$ cat config.mk
export PLATFORM = sky130hd
export DESIGN_NAME = parking_gap_detector
export DESIGN_NICKNAME = d
export VERILOG_FILES = /design/src/design/pgd_pkg.sv /design/src/design/pgd_dist.sv /design/src/design/pgd_track.sv /design/src/design/parking_gap_detector.sv
export SDC_FILE = /design/constraint.sdc
export NUM_CORES = 2
export LEC_CHECK = 0
export ABC_AREA = 0
export CORE_ASPECT_RATIO = 0.5
export CORE_MARGIN = 2
export CORE_UTILIZATION = 50
export DETAILED_ROUTE_END_ITERATION = 16
export DONT_BUFFER_PORTS = 1
export GPL_TIMING_DRIVEN = 0
export PLACE_DENSITY = 0.71
export RECOVER_POWER = 25
export SLEW_MARGIN = 20
export SYNTH_ARGS = -nofsm -noshare
export SYNTH_HDL_FRONTEND = slang
export SYNTH_SLANG_ARGS = --single-unit
$ cat constraint.sdc
create_clock -name clk -period 15.65 [get_ports clk]
set_input_delay 1.565 -clock clk [delete_from_list [all_inputs] [get_ports clk]]
set_output_delay 1.565 -clock clk [all_outputs]
set_load 0.01 [all_outputs]
$ cat src/design/pgd_pkg.sv
// ----------------------------------------------------------------------------
// pgd_pkg
// Shared types and constants of the parking gap detector: result codes,
// configuration register indexes and reset values.
// ----------------------------------------------------------------------------
package pgd_pkg;

	// configuration registers
	localparam int REG_W = 48;

	typedef logic [0:0] cfg_idx_t;

	localparam cfg_idx_t CFG_NEAR_GAP = 1'b0;
	localparam cfg_idx_t CFG_PARK_GAP = 1'b1;

	localparam logic [REG_W-1:0] NEAR_GAP_RESET = 48'd1048576;  // 4 m squared
	localparam logic [REG_W-1:0] PARK_GAP_RESET = 48'd9437184;  // 12 m squared

	// difference magnitudes are clamped to 2**CLAMP_LOG2 before squaring
	localparam int CLAMP_LOG2 = 25;

	// result codes
	localparam int STATUS_W = 3;

	typedef enum logic [STATUS_W-1:0] {
		ST_NONE  = 3'd0,  // no detection
		ST_FIRST = 3'd1,  // first detection stored
		ST_SAME  = 3'd2,  // same vehicle
		ST_NEW   = 3'd3,  // new vehicle, pair replaced
		ST_FOUND = 3'd4,  // parking spot found
		ST_DONE  = 3'd5   // spot already found earlier
	} status_t;

	typedef struct packed {
		status_t status;
		logic    brake;
	} verdict_t;

	localparam int USER_W = STATUS_W + 1;

endpackage

$ cat src/design/pgd_dist.sv
// ----------------------------------------------------------------------------
// pgd_dist
// Squared distance between a detection and the stored detection: three
// clamped difference magnitudes, squared and summed.
// ----------------------------------------------------------------------------
module pgd_dist #(
	parameter int COORD_WIDTH = 24
) (
	input  logic signed [COORD_WIDTH-1:0] ax,
	input  logic signed [COORD_WIDTH-1:0] ay,
	input  logic signed [COORD_WIDTH-1:0] az,
	input  logic signed [COORD_WIDTH-1:0] bx,
	input  logic signed [COORD_WIDTH-1:0] by,
	input  logic signed [COORD_WIDTH-1:0] bz,
	output logic [2*((COORD_WIDTH + 1 > pgd_pkg::CLAMP_LOG2 + 1) ?
		pgd_pkg::CLAMP_LOG2 + 1 : COORD_WIDTH + 1) + 1:0] dist_sq
);

	localparam int DIFF_W = COORD_WIDTH + 1;
	localparam int CLAMP_W = pgd_pkg::CLAMP_LOG2 + 1;
	localparam int MAG_W = (DIFF_W > CLAMP_W) ? CLAMP_W : DIFF_W;
	localparam int SQ_W = 2 * MAG_W;
	localparam int SUM_W = SQ_W + 2;

	logic signed [COORD_WIDTH-1:0] a [3];
	logic signed [COORD_WIDTH-1:0] b [3];
	logic signed [DIFF_W-1:0] diff [3];
	logic [DIFF_W-1:0] mag [3];
	logic [MAG_W-1:0] mag_c [3];
	logic [SQ_W-1:0] sq [3];

	assign a[0] = ax;
	assign a[1] = ay;
	assign a[2] = az;
	assign b[0] = bx;
	assign b[1] = by;
	assign b[2] = bz;

	for (genvar i = 0; i < 3; i++) begin : g_axis
		assign diff[i] = {a[i][COORD_WIDTH-1], a[i]} - {b[i][COORD_WIDTH-1], b[i]};
		assign mag[i] = diff[i][DIFF_W-1] ? DIFF_W'(-diff[i]) : DIFF_W'(diff[i]);

		if (DIFF_W > CLAMP_W) begin : g_clamp
			localparam logic [DIFF_W-1:0] CLAMP_VAL = DIFF_W'(1) << pgd_pkg::CLAMP_LOG2;
			// saturate: any clamped value already exceeds every threshold
			assign mag_c[i] = (mag[i] > CLAMP_VAL) ? MAG_W'(CLAMP_VAL) : mag[i][MAG_W-1:0];
		end else begin : g_noclamp
			assign mag_c[i] = mag[i][MAG_W-1:0];
		end

		assign sq[i] = mag_c[i] * mag_c[i];
	end

	assign dist_sq = SUM_W'(sq[0]) + SUM_W'(sq[1]) + SUM_W'(sq[2]);

endmodule

$ cat src/design/pgd_track.sv
// ----------------------------------------------------------------------------
// pgd_track
// Stored detection pair, spot flag and the per-item decision. State advances
// at the edge where an item is processed.
// ----------------------------------------------------------------------------
module pgd_track #(
	parameter int COORD_WIDTH = 24
) (
	input  logic clk,
	input  logic arst_n,
	input  logic fire,
	input  logic signed [COORD_WIDTH-1:0] radar_x,
	input  logic signed [COORD_WIDTH-1:0] radar_y,
	input  logic signed [COORD_WIDTH-1:0] radar_z,
	input  logic signed [COORD_WIDTH-1:0] own_x,
	input  logic signed [COORD_WIDTH-1:0] own_y,
	input  logic signed [COORD_WIDTH-1:0] own_z,
	input  logic [pgd_pkg::REG_W-1:0] near_gap_squared,
	input  logic [pgd_pkg::REG_W-1:0] park_gap_squared,
	output pgd_pkg::verdict_t verdict,
	output logic signed [COORD_WIDTH-1:0] mid_x,
	output logic signed [COORD_WIDTH-1:0] mid_y,
	output logic signed [COORD_WIDTH-1:0] mid_z
);

	localparam int DIFF_W = COORD_WIDTH + 1;
	localparam int CLAMP_W = pgd_pkg::CLAMP_LOG2 + 1;
	localparam int MAG_W = (DIFF_W > CLAMP_W) ? CLAMP_W : DIFF_W;
	localparam int SUM_W = 2 * MAG_W + 2;
	localparam int CMP_W = (SUM_W > pgd_pkg::REG_W) ? SUM_W : pgd_pkg::REG_W;

	logic signed [COORD_WIDTH-1:0] other_x_q, other_y_q, other_z_q;
	logic signed [COORD_WIDTH-1:0] own_x_q, own_y_q, own_z_q;
	logic spot_found_q;

	logic [SUM_W-1:0] dist_sq;
	logic past_near, past_park, pair_empty;
	logic load_pair, set_found;
	logic signed [DIFF_W-1:0] sum_x, sum_y, sum_z;

	pgd_dist #(
		.COORD_WIDTH(COORD_WIDTH)
	) u_dist (
		.ax     (radar_x),
		.ay     (radar_y),
		.az     (radar_z),
		.bx     (other_x_q),
		.by     (other_y_q),
		.bz     (other_z_q),
		.dist_sq(dist_sq)
	);

	assign past_near = CMP_W'(dist_sq) > CMP_W'(near_gap_squared);
	assign past_park = CMP_W'(dist_sq) > CMP_W'(park_gap_squared);

	// z takes no part in the empty test
	assign pair_empty = (own_x_q == '0) && (own_y_q == '0) &&
		(other_x_q == '0) && (other_y_q == '0);

	// floor of the half sum: drop the low bit of the widened sum
	assign sum_x = {own_x_q[COORD_WIDTH-1], own_x_q} + {other_x_q[COORD_WIDTH-1], other_x_q};
	assign sum_y = {own_y_q[COORD_WIDTH-1], own_y_q} + {other_y_q[COORD_WIDTH-1], other_y_q};
	assign sum_z = {own_z_q[COORD_WIDTH-1], own_z_q} + {other_z_q[COORD_WIDTH-1], other_z_q};

	always_comb begin
		verdict.status = pgd_pkg::ST_SAME;
		verdict.brake = 1'b0;
		mid_x = '0;
		mid_y = '0;
		mid_z = '0;
		load_pair = 1'b0;
		set_found = 1'b0;
		if (spot_found_q) begin
			verdict.status = pgd_pkg::ST_DONE;
		end else if (radar_x == '0 && radar_y == '0) begin
			verdict.status = pgd_pkg::ST_NONE;
		end else if (pair_empty) begin
			verdict.status = pgd_pkg::ST_FIRST;
			load_pair = 1'b1;
		end else if (past_near) begin
			if (past_park) begin
				verdict.status = pgd_pkg::ST_FOUND;
				verdict.brake = 1'b1;
				mid_x = sum_x[DIFF_W-1:1];
				mid_y = sum_y[DIFF_W-1:1];
				mid_z = sum_z[DIFF_W-1:1];
				set_found = 1'b1;
			end else begin
				verdict.status = pgd_pkg::ST_NEW;
				load_pair = 1'b1;
			end
		end
	end

	always_ff @(posedge clk or negedge arst_n) begin
		if (!arst_n) begin
			other_x_q <= '0;
			other_y_q <= '0;
			other_z_q <= '0;
			own_x_q <= '0;
			own_y_q <= '0;
			own_z_q <= '0;
			spot_found_q <= 1'b0;
		end else if (fire) begin
			if (load_pair) begin
				other_x_q <= radar_x;
				other_y_q <= radar_y;
				other_z_q <= radar_z;
				own_x_q <= own_x;
				own_y_q <= own_y;
				own_z_q <= own_z;
			end
			if (set_found) begin
				spot_found_q <= 1'b1;
			end
		end
	end

endmodule

$ cat src/design/parking_gap_detector.sv
// ----------------------------------------------------------------------------
// parking_gap_detector
// Pipeline: a taken beat passes through the input register, then the result
// register. Throughput: one beat per cycle while the sink does not stall; the
// distance squares, sum and threshold compares sit between the two registers.
// Reset: clears the stored detection pair, the spot flag and both pipeline
// valids, and loads the gap thresholds with 4 m and 12 m squared.
// ----------------------------------------------------------------------------
// Takes one radar detection plus own-vehicle position per beat and reports
// whether the detection belongs to the stored vehicle, starts a new one, or
// opens a parking gap wide enough to stop in. Once a gap is found every later
// beat reports "already found" until reset.
// ----------------------------------------------------------------------------
module parking_gap_detector #(
	parameter int COORD_WIDTH = 24
) (
	input  logic clk,
	input  logic arst_n,

	// input stream
	input  logic s_tvalid,
	output logic s_tready,
	// radar_x, radar_y, radar_z, own_x, own_y, own_z (lowest first), zero pad
	input  logic [((6 * COORD_WIDTH + 7) / 8) * 8 - 1:0] s_tdata,

	// result stream
	output logic m_tvalid,
	input  logic m_tready,
	// mid_x, mid_y, mid_z (lowest first), zero pad
	output logic [((3 * COORD_WIDTH + 7) / 8) * 8 - 1:0] m_tdata,
	// status [2:0], brake_request [3]
	output logic [pgd_pkg::USER_W-1:0] m_tuser,

	// configuration writes
	input  logic cfg_we,
	input  pgd_pkg::cfg_idx_t cfg_index,
	input  logic [pgd_pkg::REG_W-1:0] cfg_data
);

	localparam int OUT_W = ((3 * COORD_WIDTH + 7) / 8) * 8;

	// threshold registers
	logic [pgd_pkg::REG_W-1:0] near_gap_q, park_gap_q;

	// input register stage
	logic valid_s1;
	logic signed [COORD_WIDTH-1:0] radar_x_s1, radar_y_s1, radar_z_s1;
	logic signed [COORD_WIDTH-1:0] own_x_s1, own_y_s1, own_z_s1;

	// result register stage
	logic valid_s2;
	pgd_pkg::verdict_t verdict_s2;
	logic signed [COORD_WIDTH-1:0] mid_x_s2, mid_y_s2, mid_z_s2;

	// decision outputs of the current stage-1 item
	pgd_pkg::verdict_t verdict;
	logic signed [COORD_WIDTH-1:0] mid_x, mid_y, mid_z;

	logic advance, fire, take;

	// Advance the pipe whenever the result slot is free or being drained.
	// The stage-1 item is decided (and state updated) on the same edge it
	// moves into the result register, so the next item sees the new state.
	assign advance = !valid_s2 || m_tready;
	assign fire = valid_s1 && advance;
	assign s_tready = !valid_s1 || advance;
	assign take = s_tvalid && s_tready;

	// Configuration: write the addressed threshold, no read-back.
	always_ff @(posedge clk or negedge arst_n) begin
		if (!arst_n) begin
			near_gap_q <= pgd_pkg::NEAR_GAP_RESET;
			park_gap_q <= pgd_pkg::PARK_GAP_RESET;
		end else if (cfg_we) begin
			unique case (cfg_index)
				pgd_pkg::CFG_NEAR_GAP: near_gap_q <= cfg_data;
				pgd_pkg::CFG_PARK_GAP: park_gap_q <= cfg_data;
				default: ;
			endcase
		end
	end

	// Stage 1 valid: load on a taken beat, drop once the item has moved on.
	always_ff @(posedge clk or negedge arst_n) begin
		if (!arst_n) begin
			valid_s1 <= 1'b0;
		end else if (s_tready) begin
			valid_s1 <= s_tvalid;
		end
	end

	// Stage 1 payload: unpack the beat, hold while stalled.
	always_ff @(posedge clk) begin
		if (take) begin
			radar_x_s1 <= s_tdata[0 * COORD_WIDTH +: COORD_WIDTH];
			radar_y_s1 <= s_tdata[1 * COORD_WIDTH +: COORD_WIDTH];
			radar_z_s1 <= s_tdata[2 * COORD_WIDTH +: COORD_WIDTH];
			own_x_s1 <= s_tdata[3 * COORD_WIDTH +: COORD_WIDTH];
			own_y_s1 <= s_tdata[4 * COORD_WIDTH +: COORD_WIDTH];
			own_z_s1 <= s_tdata[5 * COORD_WIDTH +: COORD_WIDTH];
		end
	end

	// Decision logic with the stored pair and spot flag.
	pgd_track #(
		.COORD_WIDTH(COORD_WIDTH)
	) u_track (
		.clk             (clk),
		.arst_n          (arst_n),
		.fire            (fire),
		.radar_x         (radar_x_s1),
		.radar_y         (radar_y_s1),
		.radar_z         (radar_z_s1),
		.own_x           (own_x_s1),
		.own_y           (own_y_s1),
		.own_z           (own_z_s1),
		.near_gap_squared(near_gap_q),
		.park_gap_squared(park_gap_q),
		.verdict         (verdict),
		.mid_x           (mid_x),
		.mid_y           (mid_y),
		.mid_z           (mid_z)
	);

	// Result register: fill on advance, hold while the sink stalls.
	always_ff @(posedge clk or negedge arst_n) begin
		if (!arst_n) begin
			valid_s2 <= 1'b0;
		end else if (advance) begin
			valid_s2 <= valid_s1;
		end
	end

	always_ff @(posedge clk) begin
		if (fire) begin
			verdict_s2 <= verdict;
			mid_x_s2 <= mid_x;
			mid_y_s2 <= mid_y;
			mid_z_s2 <= mid_z;
		end
	end

	assign m_tvalid = valid_s2;
	assign m_tdata = OUT_W'({mid_z_s2, mid_y_s2, mid_x_s2});
	assign m_tuser = {verdict_s2.brake, verdict_s2.status};

endmodule

==> results_dict.tcl <==
set metrics [dict create \
    path_buf_inv 23 \
    finalWeightedCongestion 1.08 \
    fin_skew_ns 0.0213 \
    worstSetupPathType "register to register" \
    cp_slowest_cell "fa_2" \
    violations "slew limit, setup timing" \
    num_vias 61200 \
    clock.fmax_mhz 62.8 \
    ys_async_sr_fraction 0.525 \
    critPathMostFrequentCell "fa_1" \
    synth_area_um2 81600 \
    critPathTopFamily "adder cells" \
    start_util 0.505 \
    die_area_um2 167000 \
    routedWlPerCell_um 26.3 \
    path_clk_slew_ns 0.07 \
    drive_gt1_frac 0.145 \
    period_needed_ns 15.91 \
    min_period_over_period 1.02 \
    core_area_um2 161000 \
    drt_iter0_markers 5359 \
    clockBufferDepth 3 \
    pre_cts_slack_ns -5.22 \
    drc_errors 0 \
    grt_usage 0.342 \
    ys_ff_latch 463 \
    ant_nets 0 \
    die_w_um 575 \
    worstSetupStartpointType "register" \
    seq_area_um2 12700 \
    cp-end-kind "register" \
    reg.largest.list "near_gap_q: 48 flops, park_gap_q: 48 flops" \
    rsz0062_at_grt "true" \
    synth_edf_count 220 \
    cts_root_buffer "clkbuf_16" \
    status "complete, but fails checks" \
    clk_latency_ns 0.64 \
    drv_slew 53 \
    die_height_um 290 \
    rows 104 \
    ys_seq_area_frac 0.155 \
    finalSetupViolCount 212 \
    dp_hpwl_mm 236 \
    final_area_um2 93600 \
    fin_tns_setup_ns -32.02 \
    worstPathArrival_ns 16.30 \
    grt_pass1_vias 63600 \
    min_path_type "register to register" \
    crit_path_max_incr_delay_ns 0.68 \
    fin_ws_ns -0.263 \
    grt_antenna_before_repair 20 \
    yosys_most_used_dff "dfrtp_1" \
    num-nets-final 11300 \
    htree_levels 2 \
    yosysWarnings 0 \
    cts_sinks 463 \
    portBuffers 0 \
    gr-total-overflow 0 \
    first_pass_iters 8 \
    synthCells 8286 \
    synth_cell_types 105 \
    syn_area_per_cell_um2 9.85 \
    wl_mm 286 \
    grt_max_degree 244 \
    placed_cell_area_um2 85300 \
    num-fill-cells 13800 \
    critPathMaxFanout 5 \
    finalHoldViolations 0 \
    cts_tree "done" \
    required_ns 16.04 \
    area_growth_pct 14.7 \
    worst_pin_slew_ns 1.57 \
    grt_pass1_wl_mm 409 \
    maxCapViolCount 0 \
    fin_hold_ws_ns 0.475 \
    cts_buffers 43 \
    ios 276 \
    viasPerCell 5.62 \
    multi_input_area_um2 63400 \
    relSlewSlack -0.0435 \
]
stage by stage:
step                instances  utilization
global placement        10500        0.524
finish                  10900        0.580
CTS                     10800        0.563
detailed placement      10500        0.528
floorplan                8345            -
global route            10900        0.580
per-layer routing:
metal | share of wire | up-vias | global-route usage | routed length [um]
met1 | 0.40 | 31500 | 0.457 | 113000
met5 | 0.0018 | - | 0.0130 | 523
met2 | 0.44 | 2882 | 0.522 | 126000
met3 | 0.12 | 566 | 0.117 | 35000
li1 | - | 26100 | - | -
met4 | 0.041 | 20 | 0.118 | 11800
final timing paths:
check | from | end | slack [ns] | cells past startpoint
min in group asynchronous | arst_n | u_track.other_z_q[15] | 0.64 | 0
max reg2reg | radar_z_s1[0] | mid_z_s2[8] | -0.26 | 65
min reg2reg | own_z_s1[22] | u_track.own_z_q[22] | 0.47 | 1
min | own_z_s1[22] | u_track.own_z_q[22] | 0.47 | 1
max in group asynchronous | arst_n | u_track.other_x_q[2] | 13.72 | 0
max | radar_z_s1[0] | mid_z_s2[8] | -0.26 | 65
placed cells by master (no fill, tap or decap), types with 25 or more instances in the layout:
cell and count:
inv_1 2108, o21ai_0 144, mux2_2 119, o21a_1 36
nor3_1 51, buf_6 61, buf_4 218, and2_1 51
dfrtp_1 235, nor2_2 32, nor4_1 47, nor2b_1 33
mux2_4 79, ha_1 760, nand2b_1 52, nand3_1 39
nand4_1 43, fa_2 30, xnor2_1 88, clkbuf_16 62
buf_12 59, nor2_1 579, xor2_1 48, xor2_2 25
clkbuf_4 36, edfxtp_1 220, a21o_1 128, conb_1 61
nand2_1 628, a21oi_1 165, and3_1 31, clkbuf_1 53
xnor2_2 33, nor2_4 59, inv_2 33, fa_1 1583
area by class of cell:
cell class,instances,share of cell area
Antenna cell,12,0.000321
Buffer,215,0.0213
Clock buffer,61,0.0130
Clock inverter,17,0.00198
Inverter,2176,0.0884
Multi-Input combinational cell,5478,0.677
Sequential cell,463,0.136
Tap cell,2173,0.0290
Timing Repair Buffer,296,0.0338
cell usage after synthesis, types with 33 or more instances:
library cell | count | share of area
nand4_1 | 43 | 0.0033
nor2b_1 | 34 | 0.0026
fa_1 | 1613 | 0.40
inv_1 | 2151 | 0.099
a21oi_1 | 187 | 0.011
nor2_1 | 667 | 0.031
o21a_1 | 39 | 0.0036
clkbuf_1 | 148 | 0.0068
nand2b_1 | 53 | 0.0041
ha_1 | 781 | 0.12
nand3_1 | 43 | 0.0026
nand2_1 | 639 | 0.029
mux2_2 | 192 | 0.026
o21ai_0 | 157 | 0.0096
and2_1 | 54 | 0.0041
and3_1 | 33 | 0.0025
nor3_1 | 70 | 0.0043
dfrtp_1 | 240 | 0.074
xnor2_1 | 130 | 0.014
nor4_1 | 52 | 0.0040
xor2_1 | 88 | 0.0094
a21o_1 | 131 | 0.012
buf_2 | 64 | 0.0039
edfxtp_1 | 220 | 0.081
cell families after synthesis:
family                   count (synthesis)  share of synthesized area
AND/OR/NAND/NOR                       1805                     0.0988
flip-flops                             463                      0.155
AO/OA/AOI/OAI                          783                     0.0645
XOR/XNOR                               227                     0.0253
other                                    2                  0.0000920
adder cells (fa/ha/maj)               2394                      0.515
multiplexers                           208                     0.0285
buffers and inverters                 2404                      0.112
repair_timing:
| action | in CTS | in global routing |
|---|---|---|
| setup endpoints to repair | 221 | 221 |
| hold endpoints to repair | 0 | 0 |
| hold buffers | 0 | 0 |
| pin swaps | 116 | 141 |
| cloned | 0 | 15 |
| setup buffers | 174 | 85 |
| resized for setup | 669 | 451 |
Power is left out: the tool's default activity adds up to more than one toggle a clock period on the data nets, which glitch-free logic cannot reach.
